==> config.mk <==
export PLATFORM = sky130hd
export DESIGN_NAME = i2c_master_transfer_sequencer_core_flat
export DESIGN_NICKNAME = d
export VERILOG_FILES = /design/src/rtl/i2cms_pkg.sv /design/src/rtl/i2cms_req_if.sv /design/src/rtl/i2cms_res_if.sv /design/src/rtl/i2cms_ram.sv /design/src/rtl/i2cms_front.sv /design/src/rtl/i2cms_queue.sv /design/src/rtl/i2cms_back.sv /design/src/rtl/i2c_master_transfer_sequencer_core.sv /design/src/flat_wrapper.sv
export SDC_FILE = /design/constraint.sdc
export NUM_CORES = 1
export LEC_CHECK = 0
export ABC_AREA = 1
export BUFFER_PORTS_ARGS = -buffer_cell sky130_fd_sc_hd__buf_2
export CAP_MARGIN = 20
export CORE_ASPECT_RATIO = 1.2
export CORE_MARGIN = 3
export CORE_UTILIZATION = 40
export DETAILED_ROUTE_END_ITERATION = 8
export GPL_TIMING_DRIVEN = 0
export HOLD_SLACK_MARGIN = 0.1
export SYNTH_ARGS = -nofsm -noshare
export SYNTH_HDL_FRONTEND = slang
export SYNTH_HIERARCHICAL = 1
export SYNTH_SLANG_ARGS = --single-unit
export TNS_END_PERCENT = 100
==> constraint.sdc <==
create_clock -name clk -period 2.99 [get_ports clk]
set_clock_uncertainty 0.2 [all_clocks]
set_input_delay 0.4485 -clock clk [delete_from_list [all_inputs] [get_ports clk]]
set_output_delay 0.4485 -clock clk [all_outputs]
set_load 0.005 [all_outputs]
==> src/rtl/i2cms_pkg.sv <==
// ----------------------------------------------------------------------------
// i2cms_pkg
// types and constants shared by the i2c master transfer sequencer modules
// ----------------------------------------------------------------------------
package i2cms_pkg;

  // request kinds carried by req_type
  typedef enum logic [1:0] {
    REQ_TX_BYTE = 2'd0,
    REQ_READ    = 2'd1,
    REQ_STATUS  = 2'd2,
    REQ_FETCH   = 2'd3
  } op_t;

  // bus status codes as reported by the bus controller
  localparam logic [3:0] ST_START       = 4'd0;
  localparam logic [3:0] ST_RSTART      = 4'd1;
  localparam logic [3:0] ST_ADDR_W_ACK  = 4'd2;
  localparam logic [3:0] ST_ADDR_W_NACK = 4'd3;
  localparam logic [3:0] ST_DATA_ACK    = 4'd4;
  localparam logic [3:0] ST_DATA_NACK   = 4'd5;
  localparam logic [3:0] ST_RX_ACK      = 4'd8;
  localparam logic [3:0] ST_RX_NACK     = 4'd9;

  // classified bus events
  typedef enum logic [2:0] {
    EV_NONE,
    EV_START,
    EV_ADDR_W,
    EV_DATA_TX,
    EV_RX_ACK,
    EV_RX_NACK
  } ev_t;

  // command handed from the front to the back
  typedef struct packed {
    op_t        op;
    logic [6:0] slave_address;
    logic [7:0] data_byte;
    logic       last_byte;
    logic [3:0] read_length;
    ev_t        ev;
    logic [3:0] fetch_index;
    logic       read_ok;
    logic       fetch_ok;
  } cmd_t;

  // one result item
  typedef struct packed {
    logic       accepted;
    logic       load_data;
    logic [7:0] load_value;
    logic       send_start;
    logic       clear_start;
    logic       send_stop;
    logic       ack_enabled;
    logic       irq_enabled;
    logic       release_flag;
    logic [7:0] fetched_byte;
    logic [3:0] received_count;
  } res_t;

  // command queue geometry
  localparam int QDEPTH = 4;
  localparam int QPTR_W = 2;
  localparam int QCNT_W = 3;

endpackage

==> src/rtl/i2cms_req_if.sv <==
// ----------------------------------------------------------------------------
// i2cms_req_if
// request channel: valid/ready handshake with one request per beat
// ----------------------------------------------------------------------------
interface i2cms_req_if;
  logic       valid;
  logic       ready;
  logic [1:0] req_type;
  logic [6:0] slave_address;
  logic [7:0] data_byte;
  logic       last_byte;
  logic [3:0] read_length;
  logic [3:0] bus_status;
  logic [3:0] fetch_index;

  modport source (
    output valid, req_type, slave_address, data_byte, last_byte, read_length,
           bus_status, fetch_index,
    input  ready
  );

  modport sink (
    input  valid, req_type, slave_address, data_byte, last_byte, read_length,
           bus_status, fetch_index,
    output ready
  );
endinterface

==> src/rtl/i2cms_res_if.sv <==
// ----------------------------------------------------------------------------
// i2cms_res_if
// result channel: valid/ready handshake with one result per beat
// ----------------------------------------------------------------------------
interface i2cms_res_if;
  logic       valid;
  logic       ready;
  logic       accepted;
  logic       load_data;
  logic [7:0] load_value;
  logic       send_start;
  logic       clear_start;
  logic       send_stop;
  logic       ack_enabled;
  logic       irq_enabled;
  logic       release_flag;
  logic [7:0] fetched_byte;
  logic [3:0] received_count;

  modport source (
    output valid, accepted, load_data, load_value, send_start, clear_start,
           send_stop, ack_enabled, irq_enabled, release_flag, fetched_byte,
           received_count,
    input  ready
  );

  modport sink (
    input  valid, accepted, load_data, load_value, send_start, clear_start,
           send_stop, ack_enabled, irq_enabled, release_flag, fetched_byte,
           received_count,
    output ready
  );
endinterface

==> src/rtl/i2cms_ram.sv <==
// ----------------------------------------------------------------------------
// i2cms_ram
// generic single write port, single read port ram with registered read
// ----------------------------------------------------------------------------
module i2cms_ram #(
  parameter int WIDTH = 8,
  parameter int DEPTH = 16
) (
  input  logic                     clk,
  input  logic                     wr_en,
  input  logic [$clog2(DEPTH)-1:0] wr_addr,
  input  logic [WIDTH-1:0]         wr_data,
  input  logic                     rd_en,
  input  logic [$clog2(DEPTH)-1:0] rd_addr,
  output logic [WIDTH-1:0]         rd_data
);

  logic [WIDTH-1:0] mem [DEPTH];

  always_ff @(posedge clk) begin
    if (wr_en) begin
      mem[wr_addr] <= wr_data;
    end
    if (rd_en) begin
      rd_data <= mem[rd_addr];
    end
  end

endmodule

==> src/rtl/i2cms_front.sv <==
// ----------------------------------------------------------------------------
// i2cms_front
// accepts requests, classifies them and hands commands to the queue
// ----------------------------------------------------------------------------
module i2cms_front #(
  parameter int RX_DEPTH = 16
) (
  i2cms_req_if.sink         req,
  input  logic              q_full,
  output logic              push,
  output i2cms_pkg::cmd_t   cmd
);

  localparam logic [7:0] RX_LIMIT = 8'(RX_DEPTH);

  i2cms_pkg::ev_t ev;

  assign req.ready = !q_full;
  assign push      = req.valid && !q_full;

  // fold the bus status code into the events the back acts on
  always_comb begin
    case (req.bus_status)
      i2cms_pkg::ST_START,
      i2cms_pkg::ST_RSTART:      ev = i2cms_pkg::EV_START;
      i2cms_pkg::ST_ADDR_W_ACK,
      i2cms_pkg::ST_ADDR_W_NACK: ev = i2cms_pkg::EV_ADDR_W;
      i2cms_pkg::ST_DATA_ACK,
      i2cms_pkg::ST_DATA_NACK:   ev = i2cms_pkg::EV_DATA_TX;
      i2cms_pkg::ST_RX_ACK:      ev = i2cms_pkg::EV_RX_ACK;
      i2cms_pkg::ST_RX_NACK:     ev = i2cms_pkg::EV_RX_NACK;
      default:                   ev = i2cms_pkg::EV_NONE;
    endcase
  end

  always_comb begin
    cmd.op            = i2cms_pkg::op_t'(req.req_type);
    cmd.slave_address = req.slave_address;
    cmd.data_byte     = req.data_byte;
    cmd.last_byte     = req.last_byte;
    cmd.read_length   = req.read_length;
    cmd.ev            = ev;
    cmd.fetch_index   = req.fetch_index;
    cmd.read_ok       = {4'd0, req.read_length} < RX_LIMIT;
    cmd.fetch_ok      = {4'd0, req.fetch_index} < RX_LIMIT;
  end

endmodule

==> src/rtl/i2cms_queue.sv <==
// ----------------------------------------------------------------------------
// i2cms_queue
// short command queue between front and back
// ----------------------------------------------------------------------------
module i2cms_queue (
  input  logic            clk,
  input  logic            rst_n,
  input  logic            push,
  input  i2cms_pkg::cmd_t push_cmd,
  output logic            full,
  input  logic            pop,
  output logic            head_valid,
  output i2cms_pkg::cmd_t head_cmd
);

  i2cms_pkg::cmd_t                   entry_r [i2cms_pkg::QDEPTH];
  logic [i2cms_pkg::QPTR_W-1:0]      wr_ptr_r, wr_ptr_nxt;
  logic [i2cms_pkg::QPTR_W-1:0]      rd_ptr_r, rd_ptr_nxt;
  logic [i2cms_pkg::QCNT_W-1:0]      count_r, count_nxt;

  assign full       = count_r == i2cms_pkg::QCNT_W'(i2cms_pkg::QDEPTH);
  assign head_valid = count_r != '0;
  assign head_cmd   = entry_r[rd_ptr_r];

  always_comb begin
    wr_ptr_nxt = push ? wr_ptr_r + 1'b1 : wr_ptr_r;
    rd_ptr_nxt = pop  ? rd_ptr_r + 1'b1 : rd_ptr_r;
    count_nxt  = count_r;
    if (push && !pop) begin
      count_nxt = count_r + 1'b1;
    end else if (pop && !push) begin
      count_nxt = count_r - 1'b1;
    end
  end

  always_ff @(posedge clk) begin
    if (!rst_n) begin
      wr_ptr_r <= '0;
      rd_ptr_r <= '0;
      count_r  <= '0;
    end else begin
      wr_ptr_r <= wr_ptr_nxt;
      rd_ptr_r <= rd_ptr_nxt;
      count_r  <= count_nxt;
    end
  end

  always_ff @(posedge clk) begin
    if (push) begin
      entry_r[wr_ptr_r] <= push_cmd;
    end
  end

endmodule

==> src/rtl/i2cms_back.sv <==
// ----------------------------------------------------------------------------
// i2cms_back
// executes queued commands against the sequencer state and drives results
// ----------------------------------------------------------------------------
module i2cms_back #(
  parameter int TX_DEPTH = 16,
  parameter int RX_DEPTH = 16
) (
  input  logic            clk,
  input  logic            rst_n,
  input  logic            head_valid,
  input  i2cms_pkg::cmd_t head_cmd,
  output logic            pop,
  i2cms_res_if.source     res
);

  localparam int TXC_W = $clog2(TX_DEPTH + 1);
  localparam int TXA_W = $clog2(TX_DEPTH);
  localparam int RXA_W = $clog2(RX_DEPTH);

  // sequencer state
  logic [TXC_W-1:0] tx_fill_r, tx_fill_nxt;
  logic [TXC_W-1:0] tx_pos_r,  tx_pos_nxt;
  logic [TXC_W-1:0] tx_len_r,  tx_len_nxt;
  logic [3:0]       rx_pos_r,  rx_pos_nxt;
  logic [3:0]       rx_len_r,  rx_len_nxt;
  logic [7:0]       addr_r,    addr_nxt;
  logic             ack_on_r,  ack_on_nxt;
  logic             irq_on_r,  irq_on_nxt;

  // execute stage waiting for ram data
  logic             p1_valid_r, p1_valid_nxt;
  i2cms_pkg::res_t  p1_res_r, exe_res;
  logic             p1_use_tx_r, exe_use_tx;
  logic             p1_use_rx_r, exe_use_rx;

  // output register
  logic             out_valid_r, out_valid_nxt;
  i2cms_pkg::res_t  out_res_r, fin_res;

  logic             p1_adv;
  logic             tx_we, rx_we;
  logic [TXC_W-1:0] fill_plus;
  logic [7:0]       rx_wa_wide, rx_ra_wide;
  logic [7:0]       tx_rd_data, rx_rd_data;

  assign p1_adv = !out_valid_r || res.ready;
  assign pop    = head_valid && (!p1_valid_r || p1_adv);

  assign fill_plus  = tx_fill_r + 1'b1;
  assign rx_wa_wide = {4'd0, rx_pos_r};
  assign rx_ra_wide = {4'd0, head_cmd.fetch_index};

  i2cms_ram #(.WIDTH(8), .DEPTH(TX_DEPTH)) u_tx_ram (
    .clk     (clk),
    .wr_en   (tx_we),
    .wr_addr (tx_fill_r[TXA_W-1:0]),
    .wr_data (head_cmd.data_byte),
    .rd_en   (pop),
    .rd_addr (tx_pos_r[TXA_W-1:0]),
    .rd_data (tx_rd_data)
  );

  i2cms_ram #(.WIDTH(8), .DEPTH(RX_DEPTH)) u_rx_ram (
    .clk     (clk),
    .wr_en   (rx_we),
    .wr_addr (rx_wa_wide[RXA_W-1:0]),
    .wr_data (head_cmd.data_byte),
    .rd_en   (pop),
    .rd_addr (rx_ra_wide[RXA_W-1:0]),
    .rd_data (rx_rd_data)
  );

  always_comb begin
    tx_fill_nxt = tx_fill_r;
    tx_pos_nxt  = tx_pos_r;
    tx_len_nxt  = tx_len_r;
    rx_pos_nxt  = rx_pos_r;
    rx_len_nxt  = rx_len_r;
    addr_nxt    = addr_r;
    ack_on_nxt  = ack_on_r;
    irq_on_nxt  = irq_on_r;
    tx_we       = 1'b0;
    rx_we       = 1'b0;
    exe_use_tx  = 1'b0;
    exe_use_rx  = 1'b0;
    exe_res     = '0;

    if (pop) begin
      case (head_cmd.op)
        i2cms_pkg::REQ_TX_BYTE: begin
          if (tx_len_r != '0) begin
            // write still pending
          end else if (tx_fill_r >= TXC_W'(TX_DEPTH)) begin
            tx_fill_nxt = '0;
          end else begin
            tx_we            = 1'b1;
            exe_res.accepted = 1'b1;
            tx_fill_nxt      = fill_plus;
            if (head_cmd.last_byte) begin
              tx_len_nxt         = fill_plus;
              tx_fill_nxt        = '0;
              addr_nxt           = {head_cmd.slave_address, 1'b0};
              irq_on_nxt         = 1'b1;
              exe_res.send_start = 1'b1;
            end
          end
        end
        i2cms_pkg::REQ_READ: begin
          if (head_cmd.read_ok) begin
            addr_nxt           = {head_cmd.slave_address, 1'b1};
            rx_len_nxt         = head_cmd.read_length;
            rx_pos_nxt         = '0;
            irq_on_nxt         = 1'b1;
            ack_on_nxt         = 1'b1;
            exe_res.send_start = 1'b1;
            exe_res.accepted   = 1'b1;
          end
        end
        i2cms_pkg::REQ_STATUS: begin
          exe_res.accepted     = 1'b1;
          exe_res.release_flag = 1'b1;
          case (head_cmd.ev)
            i2cms_pkg::EV_START: begin
              exe_res.load_data   = 1'b1;
              exe_res.load_value  = addr_r;
              exe_res.clear_start = 1'b1;
            end
            i2cms_pkg::EV_ADDR_W: begin
              exe_res.load_data = 1'b1;
              if (tx_pos_r < TXC_W'(TX_DEPTH)) begin
                exe_use_tx = 1'b1;
                tx_pos_nxt = tx_pos_r + 1'b1;
              end
            end
            i2cms_pkg::EV_DATA_TX: begin
              if (tx_pos_r < tx_len_r) begin
                exe_res.load_data = 1'b1;
                exe_use_tx        = 1'b1;
                tx_pos_nxt        = tx_pos_r + 1'b1;
              end else begin
                tx_pos_nxt        = '0;
                tx_len_nxt        = '0;
                exe_res.send_stop = 1'b1;
              end
            end
            i2cms_pkg::EV_RX_ACK: begin
              if (rx_pos_r < rx_len_r) begin
                rx_we      = 1'b1;
                rx_pos_nxt = rx_pos_r + 1'b1;
              end else begin
                ack_on_nxt = 1'b0;
              end
            end
            i2cms_pkg::EV_RX_NACK: begin
              exe_res.send_stop = 1'b1;
            end
            default: begin
            end
          endcase
        end
        i2cms_pkg::REQ_FETCH: begin
          exe_res.accepted = 1'b1;
          exe_use_rx       = head_cmd.fetch_ok;
        end
        default: begin
        end
      endcase
      exe_res.ack_enabled    = ack_on_nxt;
      exe_res.irq_enabled    = irq_on_nxt;
      exe_res.received_count = rx_len_nxt;
    end
  end

  // merge the ram read data into the waiting result
  always_comb begin
    fin_res = p1_res_r;
    if (p1_use_tx_r) begin
      fin_res.load_value = tx_rd_data;
    end
    if (p1_use_rx_r) begin
      fin_res.fetched_byte = rx_rd_data;
    end
  end

  always_comb begin
    if (pop) begin
      p1_valid_nxt = 1'b1;
    end else if (p1_adv) begin
      p1_valid_nxt = 1'b0;
    end else begin
      p1_valid_nxt = p1_valid_r;
    end
    out_valid_nxt = p1_adv ? p1_valid_r : out_valid_r;
  end

  always_ff @(posedge clk) begin
    if (!rst_n) begin
      tx_fill_r   <= '0;
      tx_pos_r    <= '0;
      tx_len_r    <= '0;
      rx_pos_r    <= '0;
      rx_len_r    <= '0;
      addr_r      <= '0;
      ack_on_r    <= 1'b0;
      irq_on_r    <= 1'b0;
      p1_valid_r  <= 1'b0;
      out_valid_r <= 1'b0;
    end else begin
      tx_fill_r   <= tx_fill_nxt;
      tx_pos_r    <= tx_pos_nxt;
      tx_len_r    <= tx_len_nxt;
      rx_pos_r    <= rx_pos_nxt;
      rx_len_r    <= rx_len_nxt;
      addr_r      <= addr_nxt;
      ack_on_r    <= ack_on_nxt;
      irq_on_r    <= irq_on_nxt;
      p1_valid_r  <= p1_valid_nxt;
      out_valid_r <= out_valid_nxt;
    end
  end

  always_ff @(posedge clk) begin
    if (pop) begin
      p1_res_r    <= exe_res;
      p1_use_tx_r <= exe_use_tx;
      p1_use_rx_r <= exe_use_rx;
    end
    if (p1_adv && p1_valid_r) begin
      out_res_r <= fin_res;
    end
  end

  assign res.valid          = out_valid_r;
  assign res.accepted       = out_res_r.accepted;
  assign res.load_data      = out_res_r.load_data;
  assign res.load_value     = out_res_r.load_value;
  assign res.send_start     = out_res_r.send_start;
  assign res.clear_start    = out_res_r.clear_start;
  assign res.send_stop      = out_res_r.send_stop;
  assign res.ack_enabled    = out_res_r.ack_enabled;
  assign res.irq_enabled    = out_res_r.irq_enabled;
  assign res.release_flag   = out_res_r.release_flag;
  assign res.fetched_byte   = out_res_r.fetched_byte;
  assign res.received_count = out_res_r.received_count;

endmodule

==> src/rtl/i2c_master_transfer_sequencer_core.sv <==
// ----------------------------------------------------------------------------
// i2c_master_transfer_sequencer_core
// interrupt-driven i2c master sequencer: collects write messages, arms
// reads, answers bus status events with bus controls, returns received bytes
// ----------------------------------------------------------------------------
//
//   channel   dir   beat content
//   --------  ----  ---------------------------------------------------------
//   in_req    in    one request: tx byte, start read, bus status or fetch
//   out_res   out   one result per request: bus controls, levels, fetch data
//
// one request per cycle sustained while out_res is not stalled; the front, the
// command queue and the back each take one beat per cycle
// a result beat passes the queue, the execute stage with its store read and
// the output register on its way to out_res
// reset is synchronous and clears all control state; the byte stores are
// not cleared, an entry is meaningful only once written
// out_res stalls fill the output register, the execute stage and the queue
// before in_req.ready drops
//
module i2c_master_transfer_sequencer_core #(
  parameter int TX_DEPTH = 16,
  parameter int RX_DEPTH = 16
) (
  input  logic         clk,
  input  logic         rst_n,
  i2cms_req_if.sink    in_req,
  i2cms_res_if.source  out_res
);

  // front to queue
  logic            q_push;
  logic            q_full;
  i2cms_pkg::cmd_t q_push_cmd;

  // queue to back
  logic            q_pop;
  logic            q_head_valid;
  i2cms_pkg::cmd_t q_head_cmd;

  // front: handshake and request classification
  i2cms_front #(.RX_DEPTH(RX_DEPTH)) u_front (
    .req    (in_req),
    .q_full (q_full),
    .push   (q_push),
    .cmd    (q_push_cmd)
  );

  // decoupling queue so each side stalls on its own
  i2cms_queue u_queue (
    .clk        (clk),
    .rst_n      (rst_n),
    .push       (q_push),
    .push_cmd   (q_push_cmd),
    .full       (q_full),
    .pop        (q_pop),
    .head_valid (q_head_valid),
    .head_cmd   (q_head_cmd)
  );

  // back: sequencer state, byte stores and result register
  i2cms_back #(.TX_DEPTH(TX_DEPTH), .RX_DEPTH(RX_DEPTH)) u_back (
    .clk        (clk),
    .rst_n      (rst_n),
    .head_valid (q_head_valid),
    .head_cmd   (q_head_cmd),
    .pop        (q_pop),
    .res        (out_res)
  );

endmodule

==> src/flat_wrapper.sv <==
// flat-port wrapper written by rule: the top's interface ports become plain ports
module i2c_master_transfer_sequencer_core_flat 
#(
  parameter int TX_DEPTH = 16,
  parameter int RX_DEPTH = 16
)
  (clk, rst_n, in_req_valid, in_req_req_type, in_req_slave_address, in_req_data_byte, in_req_last_byte, in_req_read_length, in_req_bus_status, in_req_fetch_index, in_req_ready, out_res_valid, out_res_accepted, out_res_load_data, out_res_load_value, out_res_send_start, out_res_clear_start, out_res_send_stop, out_res_ack_enabled, out_res_irq_enabled, out_res_release_flag, out_res_fetched_byte, out_res_received_count, out_res_ready);
  i2cms_req_if in_req_i ();
  i2cms_res_if out_res_i ();
  input  logic clk;
  input  logic rst_n;
  input wire logic [$bits(in_req_i.valid)-1:0] in_req_valid;
  input wire logic [$bits(in_req_i.req_type)-1:0] in_req_req_type;
  input wire logic [$bits(in_req_i.slave_address)-1:0] in_req_slave_address;
  input wire logic [$bits(in_req_i.data_byte)-1:0] in_req_data_byte;
  input wire logic [$bits(in_req_i.last_byte)-1:0] in_req_last_byte;
  input wire logic [$bits(in_req_i.read_length)-1:0] in_req_read_length;
  input wire logic [$bits(in_req_i.bus_status)-1:0] in_req_bus_status;
  input wire logic [$bits(in_req_i.fetch_index)-1:0] in_req_fetch_index;
  output wire logic [$bits(in_req_i.ready)-1:0] in_req_ready;
  output wire logic [$bits(out_res_i.valid)-1:0] out_res_valid;
  output wire logic [$bits(out_res_i.accepted)-1:0] out_res_accepted;
  output wire logic [$bits(out_res_i.load_data)-1:0] out_res_load_data;
  output wire logic [$bits(out_res_i.load_value)-1:0] out_res_load_value;
  output wire logic [$bits(out_res_i.send_start)-1:0] out_res_send_start;
  output wire logic [$bits(out_res_i.clear_start)-1:0] out_res_clear_start;
  output wire logic [$bits(out_res_i.send_stop)-1:0] out_res_send_stop;
  output wire logic [$bits(out_res_i.ack_enabled)-1:0] out_res_ack_enabled;
  output wire logic [$bits(out_res_i.irq_enabled)-1:0] out_res_irq_enabled;
  output wire logic [$bits(out_res_i.release_flag)-1:0] out_res_release_flag;
  output wire logic [$bits(out_res_i.fetched_byte)-1:0] out_res_fetched_byte;
  output wire logic [$bits(out_res_i.received_count)-1:0] out_res_received_count;
  input wire logic [$bits(out_res_i.ready)-1:0] out_res_ready;
  assign in_req_i.valid = in_req_valid;
  assign in_req_i.req_type = in_req_req_type;
  assign in_req_i.slave_address = in_req_slave_address;
  assign in_req_i.data_byte = in_req_data_byte;
  assign in_req_i.last_byte = in_req_last_byte;
  assign in_req_i.read_length = in_req_read_length;
  assign in_req_i.bus_status = in_req_bus_status;
  assign in_req_i.fetch_index = in_req_fetch_index;
  assign in_req_ready = in_req_i.ready;
  assign out_res_valid = out_res_i.valid;
  assign out_res_accepted = out_res_i.accepted;
  assign out_res_load_data = out_res_i.load_data;
  assign out_res_load_value = out_res_i.load_value;
  assign out_res_send_start = out_res_i.send_start;
  assign out_res_clear_start = out_res_i.clear_start;
  assign out_res_send_stop = out_res_i.send_stop;
  assign out_res_ack_enabled = out_res_i.ack_enabled;
  assign out_res_irq_enabled = out_res_i.irq_enabled;
  assign out_res_release_flag = out_res_i.release_flag;
  assign out_res_fetched_byte = out_res_i.fetched_byte;
  assign out_res_received_count = out_res_i.received_count;
  assign out_res_i.ready = out_res_ready;
  i2c_master_transfer_sequencer_core #(.TX_DEPTH(TX_DEPTH), .RX_DEPTH(RX_DEPTH)) u_core (.clk(clk), .rst_n(rst_n), .in_req(in_req_i), .out_res(out_res_i));
endmodule
; Word level (Yosys, flattened, before mapping)
; Memory sizes are Yosys's and may differ from the RTL's. A register that Yosys moved wholly into a read port is not among the register bits.
; Cells that the tools add are included.
[totals]
ff_bits = 92
ramBits = 372
mem_bits_ro = 48
wordCells = 165
n_memories = 4
[classes]
addsub = 7
order_cmp = 4
eq_ne = 18
mux = 66
bitwise = 1
n_reduce_logical = 29
[memory_table]
columns = name, depth, word_bits, rd, rd_clocked_by_memory_dff, write_ports, line
row1 = u_core.u_back.u_rx_ram.mem, 16, 8, 1, 1, 1, i2cms_ram.sv:18  ; logic [WIDTH-1:0] mem [DEPTH];
row2 = u_core.u_back.u_tx_ram.mem, 16, 8, 1, 1, 1, i2cms_ram.sv:18
row3 = u_core.u_queue.entry_r, 4, 29, 1, 1, 1, i2cms_queue.sv:16  ; i2cms_pkg::cmd_t entry_r [i2cms_pkg::QDEPTH];
row4 = (name not given), 16, 3, 1, 0, 0, i2cms_front.sv:23  ; case (req.bus_status)
[ops]
columns = op, count
row1 = 2-to-1 mux 5 bit, 9
row2 = 2-to-1 mux 8 bit, 5
row3 = 2-to-1 mux 1 bit, 32
row4 = 2-to-1 mux 4 bit, 5
row5 = one-hot mux 5 bit (2 select lines), 2
row6 = one-hot mux 8 bit (2 select lines), 1
row7 = one-hot mux 1 bit (2 select lines), 6
row8 = nonzero test 2 bit, 6
row9 = adder 5 x 1 -> 5 bit (second input constant), 2
row10 = != test 2 bit (second input constant), 5
row11 = == test 3 bit (second input constant), 3
row12 = != test 2 x 1 -> 1 bit (second input constant), 4
row13 = one-hot mux 4 bit (2 select lines), 1
row14 = AND reduction 7 bit, 1
row15 = == test 3 x 2 -> 1 bit (second input constant), 2
row16 = 2-to-1 mux 3 bit, 2
row17 = AND reduction 6 bit, 1
row18 = >= comparator 5 bit (second input constant), 1
row19 = logical AND 1 bit, 5
row20 = logical NOT 1 bit, 5
row21 = less-than comparator 5 bit, 1
row22 = less-than comparator 5 bit (second input constant), 1
row23 = AND reduction 5 bit, 1
row24 = nonzero test 5 bit, 1
row25 = other kinds (18), 23

; Depth between registers and ports, before layout
; Gate-level depths: netlist (run 1).
[depth]
word_depth = 7
mapped_depth = 17

; Cells and area by module
; Netlist (run 1), hierarchy kept.
[modules_own_cells]
columns = mod, instances, cells_per_inst, area_per_inst_um2
row1 = i2cms_ram, 2, 551, 5846.9
row2 = i2cms_queue, 1, 359, 5086.1
row3 = i2cms_back, 1, 401, 3846.2
row4 = i2cms_front, 1, 47, 307.8

; Worst setup path after synthesis (run 1)
; OpenSTA, ideal clock, no wires.
[synth_path]
kind = register to register
from = register with a tool-made name
to = memory u_core.u_back.u_tx_ram.mem[12][0] (enable)
setup_time_ns = 0.370
arrival_time_ns = 2.388
slack_ns = 0.032
stages_incl_launch_ff = 14
cell_sequence = dfxtp_1 buf_6 inv_8 buf_6 o21ai_1 o22ai_1 inv_1 ha_1 inv_2 nor3_2 inv_1 nor2_1 nand3_1 nor2_1
[synth_rtl]
columns = item, line
row1 = end: declaration, i2cms_ram.sv:18

==> results_dict.tcl, run 1 <==
set metrics [dict create \
    drive_gt1_share_pct 17.4 \
    place_area_um2 22400 \
    antenna_found_initial 1 \
    synth_top_family_by_area "simple AND/OR/NAND/NOR gates" \
    syn_area_um2 20900 \
    synthCells 1909 \
    synthMuxAreaShare_pct 0.430 \
    worstPathArrival_ns 2.94 \
    hold_viol 0 \
    clk_path_buf_depth 3 \
    final_cell_mix "446 x edfxtp_1, 420 x nand2_1, 266 x inv_1" \
    placed_cells 2654 \
    routed_wl_um 52500 \
    initial_core_util_pct 40.6 \
    layout_min_cycle_time_ns 2.87 \
    outcome "finished, final reports clean" \
    hold_class "primary input to flip-flop" \
    synthSimpleGateAreaFrac_pct 16.9 \
    ctsRootBufferMaster "clkbuf_16" \
    leakagePower_nw 9.99 \
    area_growth_pct 19.9 \
    cts_buffers 49 \
    final-instance-count-excl-fill 2812 \
    setup_ws_ns 0.119 \
    cp-end-kind "flip-flop" \
    grt_max_degree 36 \
    grt_usage_pct 18.7 \
    dieArea_um2 55100 \
    detail-route-antenna-nets 0 \
    synth_fa_ha_area_share_pct 1.41 \
    drt-initial-drc-count 1042 \
    fin_crit_sh_pct 96.0 \
    die_x_um 215 \
    fillCellCount 4561 \
    coreArea_um2 51600 \
    drc 0 \
    fin_setup_tns_ns 0 \
    fin_area_um2 25100 \
    setup_viol 0 \
    synth_compound_area_share_pct 3.90 \
    max-cap-violations 0 \
    synth_xor_area_share_pct 0.335 \
    critPathMaxFanout 9 \
    path_clk_slew_ns 0.06 \
    grt-ovfl-total 0 \
    dpl.hpwl_um 34600 \
    synth_cell_type_count 38 \
    first_global_vias 13700 \
    fmax_mhz 348 \
    port_buffers 37 \
    nets 2130 \
    post-place-ws_ns -0.847 \
    synth_warnings 6 \
    p_per_area_nw_per_um2 1010 \
    final_common_cell "edfxtp_1" \
    ys_seq_area_share_pct 68.2 \
    cts_tree "built" \
    ir_drop_uv 546 \
    total_power_w 0.0254 \
    slew_headroom_pct 40.0 \
    grt_pass1_wl_um 79400 \
    numClockSinks 490 \
    worst_slew_pin_slew_ns 0.898 \
    rsz0062_at_grt "yes" \
    ys_ff_latch 490 \
    htree_levels 2 \
    gp_congestion 0.874 \
    wl_per_cell_um 18.7 \
    vias_per_cell 5.02 \
    critPathLaunchType "flip-flop" \
    synth_area_per_cell_um2 11.0 \
    rows 91 \
    die_y_um 257 \
    vias 14100 \
    drtPass1Iterations 5 \
    clkLatencyLatePin_ns 0.61 \
    worstSetupPathType "flip-flop to flip-flop" \
    required_ns 3.06 \
    io_pins 64 \
    maxSlewViolCount 0 \
]
## logic make-up (layout without fill, tap and decap cells)
logic type	count (synthesis)	after routing
AOI/OAI and AO/OA	152	152
xor gates and xnor gates	8	8
buffers and inverters	391	595
muxes	8	8
other	1	3
adders and majority gates	23	23
and+or+nand+nor	836	836
DFF	490	490
## metal layers
| layer | GRT usage (%) | share of wire, % | up-vias |
|---|---|---|---|
| li1 | - | - | 6653 |
| met1 | 24.3 | 42 | 6915 |
| met2 | 31.5 | 49 | 429 |
| met3 | 3.12 | 5.5 | 113 |
| met4 | 7.03 | 3.3 | 0 |
| met5 | 0 | 0 | - |
## worst max-delay path, cell delays in order, from the launching register on
cell	delay [ns]
dfxtp_2	0.33
buf_8	0.13
clkinv_8	0.07
buf_12	0.13
o21ai_4	0.16
o22ai_4	0.11
inv_2	0.09
ha_1	0.19
buf_6	0.17
nand3_2	0.17
nor2_4	0.20
nand3b_1	0.14
buf_6	0.18
nor2_4	0.26
## power by group
| part | leakage [nW] | internal [W] | switching, W | total (W) |
|---|---|---|---|---|
| Clock | 0.820 | 0.00359 | 0.00264 | 0.00623 |
| Sequential | 4.45 | 0.00934 | 0.000374 | 0.00971 |
| Combinational | 4.71 | 0.00308 | 0.00640 | 0.00948 |
## path summary, 6_finish.rpt
check	startpoint	to	slack [ns]	depth (start not counted)
worst max register to register	flip-flop	u_core/u_back/u_rx_ram/mem[8][6]$_DFFE_PP_	0.12	13
worst min register to register	u_core/u_back/fin_res[16]$_SDFFCE_PN0P_	u_core/u_back/res.clear_start$_DFFE_PP_	0.22	0
worst min-delay path	in_req_bus_status[1]	u_core/u_queue/entry_r[1][6]$_DFFE_PP_	0.15	4
worst max-delay path	flip-flop	u_core/u_back/u_rx_ram/mem[8][6]$_DFFE_PP_	0.12	13
## flip-flops by register name, summed over array words and instances, names as in the netlist, 8 cells and up, named ones only
name,flops
u_core/u_back/res.fetched_byte,8
u_core/u_back/u_tx_ram/mem,128
u_core/u_back/p1_res_r,8
u_core/u_back/res.load_value,8
u_core/u_back/fin_res,12
u_core/u_back/u_rx_ram/mem,128
u_core/u_back/u_rx_ram/rd_data,8
u_core/u_back/u_tx_ram/rd_data,8
u_core/u_queue/entry_r,124
u_core/u_back/addr_r,8
## per-stage QoR
step / utilization [%] / hold WS [ns]
floorplan: - / 0.200
global placement: 42.6 / 0.206
detailed placement: 43.3 / 0.206
CTS: 48.1 / 0.123
global route: 48.7 / 0.148
finish: 48.7 / 0.149
## synthesized netlist by cell type (all sizes together)
cell    instances  area [um^2]
nand4           5         31.3
xnor2           2         17.5
o22ai          31          194
mux2            8         90.1
xor2            6         52.6
buf            98          738
a31oi           1         6.26
fa              1         20.0
inv           285         1080
nand3b          4         30.0
a21oi          24          120
clkbuf          5         18.8
conb            1         3.75
nor2          174          703
edfxtp        446        13400
nor3            8         55.1
o21ai          96          495
clkinv          3         11.3
or2             1         6.26
ha             22          275
nand3         219         1100
dfxtp          44          881
nand2         425         1610
## final cells by class
cell class | count | area (um^2) | area share [%]
flip-flops and latches | 490 | 14300 | 56.9
repair buffers | 112 | 1080 | 4.30
diodes | 1 | 2.50 | 0.00997
inverters | 288 | 1100 | 4.40
well taps | 697 | 872 | 3.48
clock buffers | 63 | 1360 | 5.41
multi-input cells | 1029 | 5320 | 21.2
clock inverters | 29 | 299 | 1.19
plain buffers | 103 | 783 | 3.12
## repair_timing
action | 4_1_cts | 5_1_grt
resized for setup | 82 | 35
hold buffers | 32 | 0
hold endpoints to repair | 127 | 0
pin swaps | 7 | 11
gates cloned | 0 | 1
endpoints found under the setup margin | 261 | 245
buffers inserted | 11 | 21
No activity file was read; power rests on OpenSTA's default activity.
==> inputs of run 2 (changes only) <==
--- a/config.mk
+++ b/config.mk
@@ -6,12 +6,12 @@
 export NUM_CORES = 1
 export LEC_CHECK = 0
 export ABC_AREA = 1
-export BUFFER_PORTS_ARGS = -buffer_cell sky130_fd_sc_hd__buf_2
 export CAP_MARGIN = 20
 export CORE_ASPECT_RATIO = 1.2
 export CORE_MARGIN = 3
 export CORE_UTILIZATION = 40
 export DETAILED_ROUTE_END_ITERATION = 8
+export DONT_BUFFER_PORTS = 1
 export GPL_TIMING_DRIVEN = 0
 export HOLD_SLACK_MARGIN = 0.1
 export SYNTH_ARGS = -nofsm -noshare
==> run 2 against run 1 <==
Utilization down 0.47 points; setup slack worse by 0.054 ns; non-clock buffer count down 42; critical endpoint is now u_core/u_back/u_rx_ram/mem[8][4]$_DFFE_PP_; largest power group unchanged.
==> results_dict.tcl, run 2 (same netlist as run 1, synthesis figures left out) <==
set metrics [dict create \
    switching_share_pct 37.0 \
    power_frac_clock_pct 24.9 \
    setup_ws_ns 0.0651 \
    detail-route-antenna-nets 0 \
    max_stage_delay_ns 0.34 \
    first_global_vias 13700 \
    die_y_um 257 \
    p_per_area_nw_per_um2 1000 \
    worstSetupPathType "flip-flop to flip-flop" \
    vias_per_cell 4.97 \
    grt_pass1_wl_um 78900 \
    dpl.hpwl_um 34200 \
    cpMostUsedCell "buf_6" \
    port_buffers 0 \
    leakagePower_nw 9.79 \
    max-cap-violations 0 \
    final_cell_mix "446 x edfxtp_1, 420 x nand2_1, 267 x inv_1" \
    worst-path-buf-inv 4 \
    ir_drop_uv 663 \
    cp-end-kind "flip-flop" \
    clk_path_buf_depth 3 \
    critPathMaxFanout 10 \
    path_clk_slew_ns 0.06 \
    critical-path-slowest-cell "dfxtp_2" \
    drc 0 \
    largestRegisters "u_core/u_back/u_rx_ram/mem x128, u_core/u_back/u_tx_ram/mem x128, u_core/u_queue/entry_r x124" \
    netSwitchingPower_w 0.00923 \
    grt_usage_pct 18.6 \
    power_frac_comb_pct 35.9 \
    hold_viol 0 \
    cpLargestDelayFamily "simple AND/OR/NAND/NOR gates" \
    dieArea_um2 55100 \
    area_growth_pct 18.7 \
    use_met3_pct 3.38 \
    r2r_cells 11 \
    grt-ovfl-total 0 \
    antenna_cells 0 \
    maxSlewViolCount 0 \
    clkLatencyLatePin_ns 0.63 \
    gp_congestion 0.876 \
    rows 91 \
    initial_core_util_pct 40.6 \
    slew_headroom_pct 44.7 \
    antenna_found_initial 0 \
    routed_wl_um 51500 \
    wl_per_cell_um 18.6 \
    r2r_setup_slack_ns 0.07 \
    cts_buffers 49 \
    fin_crit_sh_pct 97.8 \
    layout_min_cycle_time_ns 2.92 \
    grt_max_degree 37 \
    worstPathArrival_ns 2.99 \
    drive_gt1_share_pct 15.4 \
    worstReg2RegEnd "u_core/u_back/u_rx_ram/mem[8][4]$_DFFE_PP_" \
    fin_util_pct 48.2 \
    drtPass1Iterations 5 \
    htree_levels 2 \
    outcome "finished, final reports clean" \
    worst_slew_pin_slew_ns 0.828 \
    crit_chain "buf_6 > buf_6 > o21ai_0 > o22ai_2 > ha_2 > buf_6 > nand3_2 > nor2_4 > nand3b_1 > buf_4 > nor2_4" \
    grtUsageMet1_pct 23.4 \
    coreArea_um2 51600 \
    ctsRootBufferMaster "clkbuf_16" \
    die_x_um 215 \
    internal_power_w 0.0157 \
    required_ns 3.06 \
    total_power_w 0.0249 \
    setup_viol 0 \
    vias 13800 \
    critPathLaunchType "flip-flop" \
    io_pins 64 \
    numClockSinks 490 \
    grtUsageMet2_pct 31.8 \
    hold_class "primary input to flip-flop" \
    cts_tree "built" \
    nets 2088 \
    fmax_mhz 342 \
    final_common_cell "edfxtp_1" \
    crit_cells 11 \
    drt-initial-drc-count 1124 \
    seqPwrFrac_pct 39.2 \
    critPathCapture "u_core/u_back/u_rx_ram/mem[8][4]$_DFFE_PP_" \
    grt_most_used_layer "met2" \
    post-place-ws_ns -0.893 \
]
==> run 2: routing by layer <==
layer	vias up	wire, um
met4	0	1830
li1	6550	-
met5	-	0
met3	115	3090
met1	6649	21200
met2	436	25400
==> run 2: worst min-delay path by stage <==
stage / from / end / slack [ns] / cells after the start
3_5_place_dp: u_core/u_back/fin_res[16]$_SDFFCE_PN0P_ / u_core/u_back/res.clear_start$_DFFE_PP_ / 0.20 / 0
3_3_place_gp: u_core/u_back/fin_res[16]$_SDFFCE_PN0P_ / u_core/u_back/res.clear_start$_DFFE_PP_ / 0.21 / 0
6_report: rst_n / u_core/u_back/tx_pos_r[4]$_SDFFE_PN0P_ / 0.16 / 3
2_1_floorplan: u_core/u_back/fin_res[27]$_DFFE_PP_ / u_core/u_back/res.accepted$_DFFE_PP_ / 0.20 / 0
4_1_cts: rst_n / u_core/u_back/tx_pos_r[4]$_SDFFE_PN0P_ / 0.12 / 3
5_1_grt: rst_n / u_core/u_back/tx_pos_r[4]$_SDFFE_PN0P_ / 0.18 / 3
==> run 2: timing repair <==
action / 4_1_cts / 5_1_grt
pin swaps: 15 / 11
gates resized for setup: 83 / 23
setup endpoints to repair: 265 / 261
buffers inserted: 21 / 3
cloned: 1 / 0
hold buffers: 35 / 0
hold endpoints to repair: 159 / 0
==> run 2: layout make-up <==
type                    count  area, um^2
fillers                  4492       26700
flip-flops and latches    490       14300
multi-input cells        1029        5330
clock buffers              69        1370
inverters                 288        1090
well taps                 697         872
repair buffers             70         862
plain buffers             103         764
clock inverters            23         287
==> run 2: through the flow <==
stage,std cells,TNS (ns),hold slack (ns),cell area (um^2)
3_5_place_dp,2617,-154.45,0.205,22200
3_3_place_gp,2607,-469.26,0.213,21800
6_report,2769,0,0.159,24900
5_1_grt,2769,-0.758,0.176,24900
2_1_floorplan,1910,0,0.200,20900
4_1_cts,2766,0,0.118,24700
==> run 2: tightest hold or removal path: cells and delay by family <==
| family | cells | cell delay (ns) |
|---|---|---|
| buf+inv | 1 | 0.28 |
| simple gates | 2 | 0.22 |
==> run 2: power by group through the flow <==
stage | Combinational, W | Clock (W) | Sequential, W
2_1_floorplan | 0.00517 | 0 | 0.00977
3_3_place_gp | 0.00775 | 0 | 0.0100
3_5_place_dp | 0.00854 | 0 | 0.00989
4_1_cts | 0.00887 | 0.00638 | 0.00977
5_1_grt | 0.00977 | 0.00664 | 0.00985
6_report | 0.00896 | 0.00621 | 0.00976
